## config.mk

```make
export PLATFORM = sky130hd
export DESIGN_NAME = paired_page_table_engine_unit
export DESIGN_NICKNAME = d
export VERILOG_FILES = /design/src/sv/ppte_pkg.sv /design/src/sv/ppte_table_ram.sv /design/src/sv/paired_page_table_engine_unit.sv
export SDC_FILE = /design/constraint.sdc
export NUM_CORES = 2
export LEC_CHECK = 0
export ABC_AREA = 1
export BUFFER_PORTS_ARGS = -buffer_cell sky130_fd_sc_hd__buf_4
export CORE_MARGIN = 1.5
export CORE_UTILIZATION = 35
export DETAILED_ROUTE_END_ITERATION = 12
export PLACE_DENSITY_LB_ADDON = 0.15
export SETUP_SLACK_MARGIN = 0.3
export SYNTH_ARGS = -nofsm -noshare
export SYNTH_HDL_FRONTEND = slang
export SYNTH_MEMORY_MAX_BITS = 65536
export SYNTH_SLANG_ARGS = --single-unit
```

## constraint.sdc

```tcl
create_clock -name clk -period 5.3 [get_ports clk]
set_clock_uncertainty 0.05 [all_clocks]
set_input_delay 0.53 -clock clk [delete_from_list [all_inputs] [get_ports clk]]
set_output_delay 0.53 -clock clk [all_outputs]
set_load 0.02 [all_outputs]
```

## src/sv/ppte_pkg.sv

```systemverilog
// shared types, constants and codes of the paired page table engine
`default_nettype none
package ppte_pkg;

  localparam int TABLE_ENTRIES_DEF = 64;

  // address layout
  localparam int TAG_LSB    = 13;
  localparam int PAGE_SHIFT = 12;
  localparam int TAG_W      = 32 - TAG_LSB;
  localparam int FRAME_W    = 32 - PAGE_SHIFT;
  localparam int ASID_W     = 8;

  // operation codes
  localparam logic [1:0] FUNC_MAP    = 2'd0;
  localparam logic [1:0] FUNC_LOOKUP = 2'd1;
  localparam logic [1:0] FUNC_SET    = 2'd2;

  // result status codes
  localparam logic [1:0] ST_OK       = 2'd0;
  localparam logic [1:0] ST_REMAP    = 2'd1;
  localparam logic [1:0] ST_FULL     = 2'd2;
  localparam logic [1:0] ST_UNMAPPED = 2'd3;

  // one table entry, both halves (bit 0 even, bit 1 odd)
  typedef struct packed {
    logic [ASID_W-1:0]  space_id;
    logic [TAG_W-1:0]   tag;
    logic [FRAME_W-1:0] even_frame;
    logic [FRAME_W-1:0] odd_frame;
    logic [1:0]         valid;
    logic [1:0]         writable;
  } entry_t;

endpackage
`default_nettype wire

```

## src/sv/ppte_table_ram.sv

```systemverilog
// entry memory of the paired page table: one write port, one registered read port
`default_nettype none
module ppte_table_ram #(
  parameter int DEPTH  = ppte_pkg::TABLE_ENTRIES_DEF,
  parameter int ADDR_W = (DEPTH > 1) ? $clog2(DEPTH) : 1
) (
  input  wire logic              clk,
  input  wire logic              wr_en,
  input  wire logic [ADDR_W-1:0] wr_addr,
  input  wire ppte_pkg::entry_t  wr_data,
  input  wire logic              rd_en,
  input  wire logic [ADDR_W-1:0] rd_addr,
  output ppte_pkg::entry_t       rd_data
);

  ppte_pkg::entry_t mem [DEPTH];

  always_ff @(posedge clk) begin
    if (wr_en) begin
      mem[wr_addr] <= wr_data;
    end
  end

  always_ff @(posedge clk) begin
    if (rd_en) begin
      rd_data <= mem[rd_addr];
    end
  end

endmodule
`default_nettype wire

```

## src/sv/paired_page_table_engine_unit.sv

```systemverilog
// top level of the paired page table engine: request sequencer, table scan and result register
// sequence: accept, one read per entry, the last compare, then the update; an early match
//   ends the scan sooner, and an empty table or unused func skips the scan
// throughput: one request at a time; the linear scan through the entry memory sets the rate,
//   and the finish cycle waits while a stalled result still holds the output register
// reset: used count, address space id, sequencer and output valid are cleared; the entry
//   memory is not cleared, only entries below the used count are ever read
`default_nettype none
module paired_page_table_engine_unit #(
  parameter int TABLE_ENTRIES = ppte_pkg::TABLE_ENTRIES_DEF
) (
  input  wire logic        clk,
  input  wire logic        rst,
  // configuration write channel
  input  wire logic        cfg_valid,
  output logic             cfg_ready,
  input  wire logic [7:0]  cfg_data,
  // request channel
  input  wire logic        in_valid,
  output logic             in_stall,
  input  wire logic [1:0]  func,
  input  wire logic [31:0] virt_addr,
  input  wire logic [31:0] phys_addr,
  input  wire logic        write_enable,
  // result channel
  output logic             out_valid,
  input  wire logic        out_stall,
  output logic [1:0]       status,
  output logic [31:0]      page_base,
  output logic [6:0]       entries_used
);

  localparam int IDX_W = (TABLE_ENTRIES > 1) ? $clog2(TABLE_ENTRIES) : 1;
  localparam int CNT_W = $clog2(TABLE_ENTRIES + 1);

  // sequencer codes
  localparam logic [1:0] S_IDLE   = 2'd0;
  localparam logic [1:0] S_SCAN   = 2'd1;
  localparam logic [1:0] S_FINISH = 2'd2;

  logic [1:0] state;

  // configuration register, always ready
  logic [ppte_pkg::ASID_W-1:0] asid;
  assign cfg_ready = 1'b1;

  always_ff @(posedge clk) begin
    if (rst) begin
      asid <= '0;
    end else if (cfg_valid && cfg_ready) begin
      asid <= cfg_data;
    end
  end

  // latched request
  logic [1:0]                   req_func;
  logic [ppte_pkg::TAG_W-1:0]   req_tag;
  logic                         req_half;
  logic [ppte_pkg::FRAME_W-1:0] req_frame;
  logic                         req_we;

  // scan bookkeeping
  logic [CNT_W-1:0] used_count;   // entries filled from slot 0 upward
  logic [CNT_W-1:0] issue;        // next entry to read
  logic             pend;         // read data in flight for cmp_idx
  logic [IDX_W-1:0] cmp_idx;
  logic             hit;
  logic [IDX_W-1:0] hit_idx;
  ppte_pkg::entry_t hit_entry;

  // memory ports
  logic             rd_en;
  ppte_pkg::entry_t rd_data;
  logic             wr_en;
  logic [IDX_W-1:0] wr_addr;
  ppte_pkg::entry_t wr_data;

  ppte_table_ram #(
    .DEPTH  (TABLE_ENTRIES),
    .ADDR_W (IDX_W)
  ) u_ram (
    .clk     (clk),
    .wr_en   (wr_en),
    .wr_addr (wr_addr),
    .wr_data (wr_data),
    .rd_en   (rd_en),
    .rd_addr (issue[IDX_W-1:0]),
    .rd_data (rd_data)
  );

  logic accept;
  assign in_stall = (state != S_IDLE);
  assign accept   = in_valid && !in_stall;

  // keep issuing reads while entries remain
  assign rd_en = (state == S_SCAN) && (issue < used_count);

  // lookup needs the selected half valid; map and set stop at the first tag match
  logic half_ok;
  logic cmp_match;
  logic scan_hit;
  logic scan_miss;
  assign half_ok   = req_half ? rd_data.valid[1] : rd_data.valid[0];
  assign cmp_match = (rd_data.tag == req_tag) &&
                     ((req_func != ppte_pkg::FUNC_LOOKUP) || half_ok);
  assign scan_hit  = (state == S_SCAN) && pend && cmp_match;
  assign scan_miss = (state == S_SCAN) && pend && !cmp_match && (issue == used_count);

  // output register free for a new result
  logic out_free;
  assign out_free = !out_valid || !out_stall;

  // result and update, evaluated in the finish cycle
  logic [1:0]       bit_sel;
  logic             hit_half_valid;
  logic [1:0]       wr_bits;
  logic [1:0]       res_status;
  logic [31:0]      res_base;
  logic             res_append;
  logic [CNT_W-1:0] used_count_next;

  always_comb begin
    bit_sel        = req_half ? 2'b10 : 2'b01;
    hit_half_valid = |(hit_entry.valid & bit_sel);
    wr_bits        = (hit_entry.writable & ~bit_sel) | (req_we ? bit_sel : 2'b00);
    res_status     = ppte_pkg::ST_OK;
    res_base       = '0;
    res_append     = 1'b0;
    wr_en          = 1'b0;
    wr_addr        = hit_idx;
    wr_data        = hit_entry;
    case (req_func)
      ppte_pkg::FUNC_MAP: begin
        if (hit) begin
          if (hit_half_valid) begin
            res_status = ppte_pkg::ST_REMAP;
          end else begin
            wr_en = 1'b1;
            if (req_half) begin
              wr_data.odd_frame = req_frame;
            end else begin
              wr_data.even_frame = req_frame;
            end
            wr_data.valid    = hit_entry.valid | bit_sel;
            wr_data.writable = wr_bits;
          end
        end else if (used_count >= CNT_W'(TABLE_ENTRIES)) begin
          res_status = ppte_pkg::ST_FULL;
        end else begin
          // new entry appended at the fill point, other half cleared
          wr_en              = 1'b1;
          res_append         = 1'b1;
          wr_addr            = used_count[IDX_W-1:0];
          wr_data.space_id   = asid;
          wr_data.tag        = req_tag;
          wr_data.even_frame = req_half ? '0 : req_frame;
          wr_data.odd_frame  = req_half ? req_frame : '0;
          wr_data.valid      = bit_sel;
          wr_data.writable   = req_we ? bit_sel : 2'b00;
        end
      end
      ppte_pkg::FUNC_LOOKUP: begin
        if (hit) begin
          res_base = {(req_half ? hit_entry.odd_frame : hit_entry.even_frame),
                      {ppte_pkg::PAGE_SHIFT{1'b0}}};
        end else begin
          res_status = ppte_pkg::ST_UNMAPPED;
        end
      end
      ppte_pkg::FUNC_SET: begin
        if (hit && hit_half_valid) begin
          wr_en            = 1'b1;
          wr_data.writable = wr_bits;
        end else begin
          res_status = ppte_pkg::ST_UNMAPPED;
        end
      end
      default: begin
        // unused code: no change, plain ok
      end
    endcase
    // only commit when the result can be stored
    if ((state != S_FINISH) || !out_free) begin
      wr_en      = 1'b0;
      res_append = 1'b0;
    end
    used_count_next = used_count + CNT_W'(res_append);
  end

  // control state
  always_ff @(posedge clk) begin
    if (rst) begin
      state      <= S_IDLE;
      used_count <= '0;
      issue      <= '0;
      pend       <= 1'b0;
      hit        <= 1'b0;
      out_valid  <= 1'b0;
    end else begin
      used_count <= used_count_next;
      if (out_valid && !out_stall) begin
        out_valid <= 1'b0;
      end
      case (state)
        S_IDLE: begin
          if (accept) begin
            issue <= '0;
            pend  <= 1'b0;
            hit   <= 1'b0;
            // nothing to search for an empty table or an unused code
            if ((used_count == '0) || !(func inside {ppte_pkg::FUNC_MAP,
                ppte_pkg::FUNC_LOOKUP, ppte_pkg::FUNC_SET})) begin
              state <= S_FINISH;
            end else begin
              state <= S_SCAN;
            end
          end
        end
        S_SCAN: begin
          pend <= rd_en;
          if (rd_en) begin
            issue <= issue + CNT_W'(1);
          end
          if (scan_hit) begin
            hit   <= 1'b1;
            state <= S_FINISH;
          end else if (scan_miss) begin
            state <= S_FINISH;
          end
        end
        S_FINISH: begin
          if (out_free) begin
            out_valid <= 1'b1;
            state     <= S_IDLE;
          end
        end
        default: begin
          state <= S_IDLE;
        end
      endcase
    end
  end

  // payload registers
  always_ff @(posedge clk) begin
    if (accept) begin
      req_func  <= func;
      req_tag   <= virt_addr[31:ppte_pkg::TAG_LSB];
      req_half  <= virt_addr[ppte_pkg::PAGE_SHIFT];
      req_frame <= phys_addr[31:ppte_pkg::PAGE_SHIFT];
      req_we    <= write_enable;
    end
    if (rd_en) begin
      cmp_idx <= issue[IDX_W-1:0];
    end
    if (scan_hit) begin
      hit_entry <= rd_data;
      hit_idx   <= cmp_idx;
    end
    if (state == S_FINISH && out_free) begin
      status       <= res_status;
      page_base    <= res_base;
      entries_used <= 7'(used_count_next);
    end
  end

endmodule
`default_nettype wire

```

==> results.py <==
metrics = {
    "status": {
        "status": "finished, final reports clean",
    },
    "floorplanning": {
        "die_y_um": 686,
        "io_pins": 124,
        "die_w_um": 686,
        "floorplan.initialDensity_pct": 35.2,
        "fp.coreArea_um2": 464000,
        "dieArea_um2": 471000,
        "fp-row-count": 250,
    },
    "timing": {
        "rsz0062_at_grt": "no",
        "finalHoldViolations": 0,
        "slew_headroom_pct": 4.97,
        "fmax_ghz": 0.236,
        "setup_tns_ps": 0,
        "finalSetupViolCount": 0,
        "worst_slack_ps": 1070,
        "holdWs_ps": 178,
        "min_period_ps": 4230,
        "layout_worst_path_cycle_share_pct": 79.8,
        "worst_pin_slew_ps": 1430,
        "maxSlewViolCount": 0,
    },
    "global_route": {
        "use_met1_pct": 33.5,
        "met2_usage_pct": 36.4,
        "track_usage_pct": 23.2,
        "overflow": 0,
        "grt_pass1_wl_um": 782000,
        "busiest_layer": "met2",
        "use_met3_pct": 3.20,
        "grt_max_degree": 203,
        "antenna_found_initial": 37,
        "grt_pass1_vias": 101000,
    },
    "worst_setup_path": {
        "critPathSlowestCell": "nor2_4",
        "path_common_cell": "inv_1",
        "arrival_ps": 4860,
        "endpoint_kind": "flip-flop",
        "crit_start": "hit$_SDFFE_PP0P_",
        "path_class": "reg -> reg",
        "worstReg2RegStart": "hit$_SDFFE_PP0P_",
        "reg2reg_slack_ps": 1070,
        "ff2ff_path_depth": 10,
        "critPathLaunchType": "flip-flop",
        "rr_endpoint": "u_ram.mem[5][48]$_DFFE_PP_",
        "critical_path_required_ps": 5930,
        "path_cells": "inv_1 > nand3_4 > inv_1 > or2_2 > o21ai_0 > inv_1 > nor2_1 > nand2_1 > nor2_4 > buf_4",
        "path_max_fanout": 9,
        "critical_path.max_stage_delay_ps": 1050,
        "crit_path_end": "u_ram.mem[5][48]$_DFFE_PP_",
    },
    "clock_tree": {
        "cts-buffers-inserted": 442,
        "tritoncts": "built",
        "cts_sinks": 4128,
        "clock_latency_ps": 1030,
        "htreeDepth": 5,
        "clk_pin_slew_ps": 60,
        "clockBufferDepth": 4,
        "root_buffer": "clkbuf_16",
    },
    "pwr": {
        "intPower_mw": 53.6,
        "clockPowerShare_pct": 45.0,
        "ir_worst_vdd_v": 0.000302,
        "swShare_pct": 20.9,
        "power_switching_mw": 14.1,
        "total_power_mw": 67.7,
        "combPwrFrac_pct": 1.7,
        "power_density_nw_per_um2": 358,
        "p_leak_nw": 62.3,
        "seqPwrFrac_pct": 53.3,
    },
    "synthesis": {
        "synth_most_common_cell": "edfxtp_1",
        "synth_warnings": 0,
        "yosysSeqAreaShare_pct": 75.8,
        "synth_enable_flop_cells": 4109,
        "syn_area_um2": 163000,
        "ys_types": 33,
        "netlist_instances": 12800,
        "synthArstFlopShare_pct": 0,
        "synth_flop_cell": "edfxtp_1",
        "yosys-top-cells-area": "edfxtp_1 76%, nor2_1 6.4%, o21ai_0 6.0%",
        "yosysTopAreaCellShare_pct": 75.6,
        "synth-seq-cells": 4128,
        "synth_top_area_cell": "edfxtp_1",
        "synth_common_cells": "4109 x edfxtp_1, 2804 x nor2_1, 1952 x o21ai_0, 1080 x nand2_1, 489 x o211ai_1",
        "synth.avg_cell_area_um2": 12.7,
    },
    "layout": {
        "fillers": 43000,
        "fin_cells": 19500,
        "drive_gt1_share_pct": 9.91,
        "final_area_um2": 189000,
        "area_growth_syn_to_layout_pct": 15.8,
        "num-nets-final": 13100,
        "fin_util_pct": 40.7,
    },
    "placement": {
        "pre_cts_slack_ps": 1180,
        "port_buffers": 76,
        "place.gp.congestion": 0.817,
        "placed_cells": 18700,
        "detailed_place_hpwl_um": 296000,
        "placed_cell_area_um2": 175000,
    },
    "drt": {
        "num_vias": 107000,
        "drt_iter0_markers": 12500,
        "via_per_inst": 5.49,
        "finalWirelength_um": 560000,
        "drc_errors": 0,
        "wl_per_cell_um": 28.7,
        "ant_nets": 0,
        "dr.pass1.iters": 5,
    },
    "hold_path": {
        "hp-class": "in -> reg",
        "min_from": "phys_addr[23]",
    },
    "flow_run": {
        "drv_cap": 0,
    },
}
## cell families after synthesis
group	after synthesis	synth area share, %
xor+xnor	4	0.0214
compound gates	3158	10.6
fa+ha+maj	10	0.0766
other cells	2	0.00460
buf+inv	1122	2.94
flops	4128	75.8
simple gates	4395	10.6
## worst max-delay path, delay by kind of cell, from the launching register on
kind,cells,cell delay (ps)
AO/OA/AOI/OAI,1,230
buffers and inverters,4,870
flip-flops,1,520
AND/OR/NAND/NOR,5,2180
## power groups by stage
stage | clock network, mW | registers, mW | logic (mW)
finish | 30.4 | 36.1 | 1.17
global route | 32.2 | 36.1 | 1.26
CTS | 31.0 | 36.1 | 1.18
detailed placement | 0 | 36.8 | 1.15
global placement | 0 | 36.8 | 1.11
floorplan | 0 | 36.8 | 0.511
## cells in the final DEF, fill, tap and decap left out, drive strengths merged
master,count
edfxtp,4109
nor2,2805
o21ai,2231
nand2,1080
clkbuf,553
buf,517
o211ai,489
nand3,473
inv,268
o22ai,224
a21oi,207
clkinv,205
dlygate4sd3,45
bufinv,38
dfxtp,19
or2,16
clkinvlp,14
conb,13
nand4,11
ha,10
diode,8
nand3b,7
a31oi,4
xor2,4
nor3,3
o31ai,1
o21a,1
o2111ai,1
## registers in the layout, summed over array words and instances, names as in the netlist, 2 cells and up
signal and flops:
u_ram.mem 3904, hit_entry 61, u_ram.rd_data 61, page_base 20, req_frame 20, req_tag 19, entries_used 7, issue 7
used_count 7, cmp_idx 6, hit_idx 6, req_func 2, state 2, status 2
## what timing repair did
action	CTS	global route
hold buffers	45	0
gates resized for setup	0	0
hold endpoints to repair	61	0
buffers inserted	0	0
## worst min path at each step
stage | end | slack (ps) | cells past startpoint
final | req_frame[11]$_DFFE_PP_ | 180 | 2
after floorplan | hit_entry[10]$_DFFE_PP_ | 350 | 0
after CTS | req_tag[10]$_DFFE_PP_ | 80 | 2
after detailed placement | hit_idx[4]$_DFFE_PP_ | 360 | 0
after global placement | hit_idx[2]$_DFFE_PP_ | 350 | 0
after global routing | req_frame[11]$_DFFE_PP_ | 140 | 2
## cell type report
class                           instances  area [µm²]  share of cell area, %
Antenna cell                            8        20.0                 0.0106
Clock buffer                          553       11600                   6.13
Clock inverter                        261        2560                   1.35
Inverter                              264        1040                  0.551
Multi-Input combinational cell       7580       36100                   19.1
Sequential cell                      4128      124000                   65.4
Tap cell                             6174        7720                   4.08
Timing Repair Buffer                  562        6340                   3.35
## per-layer routing
layer	share of wire, %	wire, µm	vias up
met5	0.0084	47	-
met4	3.1	17600	6
met3	7.5	42000	831
met2	45	254000	4379
met1	44	246000	55100
li1	-	-	46800
(Power assumes the default switching activity.)
